<file path="config.mk">
export PLATFORM = sky130hd
export DESIGN_NAME = swm_cell
export DESIGN_NICKNAME = d
export VERILOG_FILES = /design/src/rtl/swm_pkg.sv /design/src/rtl/swm_cell.sv
export SDC_FILE = /design/constraint.sdc
export NUM_CORES = 1
export LEC_CHECK = 0
export BUFFER_PORTS_ARGS = -buffer_cell sky130_fd_sc_hd__clkbuf_2
export CORE_ASPECT_RATIO = 1.1
export CORE_MARGIN = 2
export CORE_UTILIZATION = 40
export DETAILED_ROUTE_END_ITERATION = 8
export HOLD_SLACK_MARGIN = 0.12
export PLACE_DENSITY = 0.68
export SETUP_SLACK_MARGIN = 0.02
export SLEW_MARGIN = 30
export SYNTH_ARGS = -nofsm -noshare
export SYNTH_HDL_FRONTEND = slang
export SYNTH_SLANG_ARGS = --single-unit
</file>
<file path="constraint.sdc">
create_clock -name clk -period 2.8 [get_ports clk]
set_input_delay 0.42 -clock clk [delete_from_list [all_inputs] [get_ports clk]]
set_output_delay 0.42 -clock clk [all_outputs]
set_load 0.02 [all_outputs]
</file>
<file path="src/rtl/swm_pkg.sv">
// shared types and constants for the sliding window minimum unit
package swm_pkg;

	localparam int DATA_W = 64;

	localparam logic signed [DATA_W-1:0] MAX_POS = {1'b0, {(DATA_W-1){1'b1}}};

	typedef logic signed [DATA_W-1:0] sample_t;

	typedef struct packed {
		logic    live;
		sample_t minimum;
	} wave_t;

endpackage

</file>
<file path="src/rtl/swm_cell.sv">
// one window cell: holds a sample and folds it into the passing minimum wave
module swm_cell (
	input  logic            clk,
	input  logic            arst_n,
	input  logic            shift,
	input  logic            occupied,
	input  swm_pkg::sample_t sample_in,
	output swm_pkg::sample_t sample_out,
	input  swm_pkg::wave_t  wave_in,
	output swm_pkg::wave_t  wave_out
);

	swm_pkg::sample_t sample_q;
	logic             live_q;
	swm_pkg::sample_t minimum_q;
	swm_pkg::sample_t folded;

	always_comb begin
		folded = wave_in.minimum;
		if (occupied && (sample_q < wave_in.minimum)) begin
			folded = sample_q;
		end
	end

	always_ff @(posedge clk) begin
		if (shift) begin
			sample_q <= sample_in;
		end
		minimum_q <= folded;
	end

	always_ff @(posedge clk or negedge arst_n) begin
		if (!arst_n) begin
			live_q <= 1'b0;
		end else begin
			live_q <= wave_in.live;
		end
	end

	assign sample_out       = sample_q;
	assign wave_out.live    = live_q;
	assign wave_out.minimum = minimum_q;

endmodule

</file>
==> reports/metrics.cfg <==
[outcome]
status = complete, but fails checks
violations = negative setup slack

[synth]
ys_seq_area_share_pct = 45.8
synthFlopType = edfxtp_1
synth_compound_area_share_pct = 19.4
synth_top_area_share_pct = 27.2
synth_edf_count = 64
yosysUniqueCellTypes = 43
post_synth.cell_area_avg_um2 = 10.2
synth_async_sr_flop_share_pct = 0.775
synth_area_leaders = edfxtp_1, dfxtp_1, ha_1
synth_top_family_by_area = compound AO/OA/AOI/OAI gates
synth_xor_area_share_pct = 0
yosysWarnings = 0
netlist_area_mm2 = 0.00705
ys_seq_elements = 129
synth_cells = 692
syn-num-nets = 888
synth_mux_area_share_pct = 0.319
synth-simple-area-share_pct = 14.8
synth_fa_ha_area_share_pct = 11.2
synth_top_area_cell = edfxtp_1

[cts]
clkSlewWorstSetupHoldPaths_ns = 0.06
h-tree-depth = 4
cts_root_buf = clkbuf_16
ctsLongestPathBuffers = 2
clkLatencyLatePin_ns = 0.42
clock-sinks = 129
cts_tree = built
cts_buffers = 17

[critical_path]
worst-path-max-fanout = 12
path_class = reg2reg
crit_arrival_ns = 3.17
required_ns = 3.16
end_kind = flop
r2r-end = minimum_q[30]$_DFF_P_
reg2reg_depth = 10
timing.rr.start = sample_out[49]$_DFFE_PP_
crit_start = sample_out[49]$_DFFE_PP_
start_kind = flop
r2r_setup_slack_ns = -0.02
crit_end = minimum_q[30]$_DFF_P_

[power_and_ir_drop]
power.density_mw_per_mm2 = 648
p_clk_share_pct = 31.8
p_int_uw = 4350
p_seq_share_pct = 35.8
total_power_uw = 6630
p_sw_uw = 2280
combPwrFrac_pct = 32.4
peakVddDrop_v = 0.000435
swShare_pct = 34.3
power.leakage_uw = 0.00473

[timing]
fmax_mhz = 355
finClkSkew_ns = 0.0135
min_period_ns = 2.82
worstMarginPinSlew_ns = 0.796
rsz0062_at_grt = true
slew_viol_final = 0
finalSetupViolCount = 11
worst_slack_ns = -0.0163
relSlewSlack_pct = 46.9
hold_violations = 0
finalCritPeriodShare_pct = 101
fin_hold_ws_ns = 0.171

[route]
drt-initial-drc-count = 594
vias = 7357
wire_per_inst_um = 19.6
postRouteAntennaNets = 0
viasPerCell = 5.78
drt-total-wl_mm = 25.0
dr.pass1.iters = 5
drc = 0

[floorplanning]
dieArea_mm2 = 0.0187
core_area_mm2 = 0.0171
row_count = 50
fp.dieW_um = 131
start_util_pct = 41.1
io-pin-count = 262
dieHeight_um = 143

[grt]
grt_pass1_wl_mm = 36.9
grt.total_usage_pct = 25.7
grt_pass1_vias = 6931
antenna_found_initial = 1
overflow = 0
grt_start_max_net_pins = 65

[finish]
fin_area_mm2 = 0.0102
diodes = 0
drive_gt1_share_pct = 41.9
nets = 1221
area_growth_pct = 45.0

[job]
drv_cap = 0

[placed_design]
routabilityCongestion = 0.849
hpwlAfterDp_mm = 16.9
dpl_worst_slack_ns = -0.348
port_buffers = 261
place_area_mm2 = 0.00940

[worst_hold_path]
hold_class = in2reg

-- worst min-delay path by stage --
stage                       start                        to  slack [ns]  depth (start not counted)
CTS                 sample_in[33]  sample_out[33]$_DFFE_PP_        0.17                          1
floorplan                  arst_n          live_q$_DFF_PN0_        0.12                          0
global route        sample_in[49]  sample_out[49]$_DFFE_PP_        0.16                          1
detailed placement         arst_n          live_q$_DFF_PN0_        0.20                          1
global placement           arst_n          live_q$_DFF_PN0_        0.19                          1
finish              sample_in[28]  sample_out[28]$_DFFE_PP_        0.17                          1
-- synth_stat cells (2+ instances only) --
cell,instances
nand2b_1,2
a21oi_1,22
clkbuf_4,6
o2111ai_1,64
or4_4,2
clkbuf_1,37
nand4_1,74
o211ai_1,64
edfxtp_1,64
nor2_1,5
buf_6,6
buf_2,18
ha_1,63
inv_1,67
and4_1,4
o21ai_0,10
dfxtp_1,64
o21a_1,2
a221oi_1,5
nor3_1,2
nand2_1,18
nand3_1,71
a21o_1,2
-- flip-flops by register name, summed over array words and instances, names as in the netlist --
signal,flops
sample_out,64
live_q,1
minimum_q,64
-- through the flow --
step | utilization [%] | setup TNS [ns] | std cells
2_1_floorplan | - | 0 | 692
3_3_place_gp | 54.8 | -19.91 | 1229
3_5_place_dp | 54.8 | -20.32 | 1229
4_1_cts | 58.9 | -0.361 | 1268
5_1_grt | 59.7 | -4.27 | 1272
6_report | 59.7 | -0.0779 | 1272
-- kinds of logic (layout without fill, tap and decap cells) --
group	count (synthesis)	count (layout)
simple gates	185	185
compound gates	179	179
mux	1	1
buf+inv	135	481
fa+ha+maj	63	63
flops	129	129
-- area by class of cell --
| cell class | instances | area, um2 |
|---|---|---|
| Inverter | 67 | 251 |
| Sequential cell | 129 | 3230 |
| Fill cell | 1542 | 6920 |
| Multi-Input combinational cell | 428 | 3400 |
| Tap cell | 234 | 293 |
| Clock inverter | 11 | 88.8 |
| Clock buffer | 21 | 460 |
| Timing Repair Buffer | 382 | 2500 |
-- cells in the final DEF (no fill, tap or decap), types with 10 or more instances in the layout --
master     count
buf_12        14
clkbuf_16     19
dfxtp_1       64
edfxtp_1      64
ha_1          57
o211ai_1      64
o2111ai_1     63
clkbuf_2     260
inv_1         67
nand4_1       74
o21ai_0       10
buf_4         98
a21oi_1       22
nand2_1       16
nand3_1       70
-- critical path: stages, from the launching register on --
cell,delay [ns]
edfxtp_1,0.44
ha_4,0.30
nand4_1,0.11
or4_4,0.57
or4_4,0.47
and2_4,0.19
mux2i_4,0.15
buf_12,0.16
buf_6,0.16
o211ai_1,0.11
nand3_1,0.10
-- power groups by stage --
stage / registers, uW / logic [uW] / clock network [uW]
3_3_place_gp: 2410 / 2000 / 0
5_1_grt: 2400 / 2300 / 2210
3_5_place_dp: 2410 / 2030 / 0
2_1_floorplan: 2730 / 808 / 0
4_1_cts: 2370 / 2080 / 2130
6_report: 2370 / 2150 / 2110
-- layer usage --
layer | wire [um] | global-route usage, % | vias to the layer above
met5 | 0 | 0 | -
met4 | 551 | 9.13 | 0
met3 | 2350 | 6.37 | 42
met2 | 12100 | 42.5 | 439
met1 | 9960 | 32.7 | 3457
li1 | - | - | 3419
-- repair_timing --
| item | CTS | global route |
|---|---|---|
| hold endpoints to repair | 2 | 0 |
| buffers inserted | 3 | 2 |
| gates cloned | 2 | 2 |
| pin swaps | 20 | 11 |
| hold buffers | 2 | 0 |
| resized for setup | 10 | 8 |
| endpoints found under the setup margin | 64 | 64 |
No activity file was read; power rests on OpenSTA's default activity.
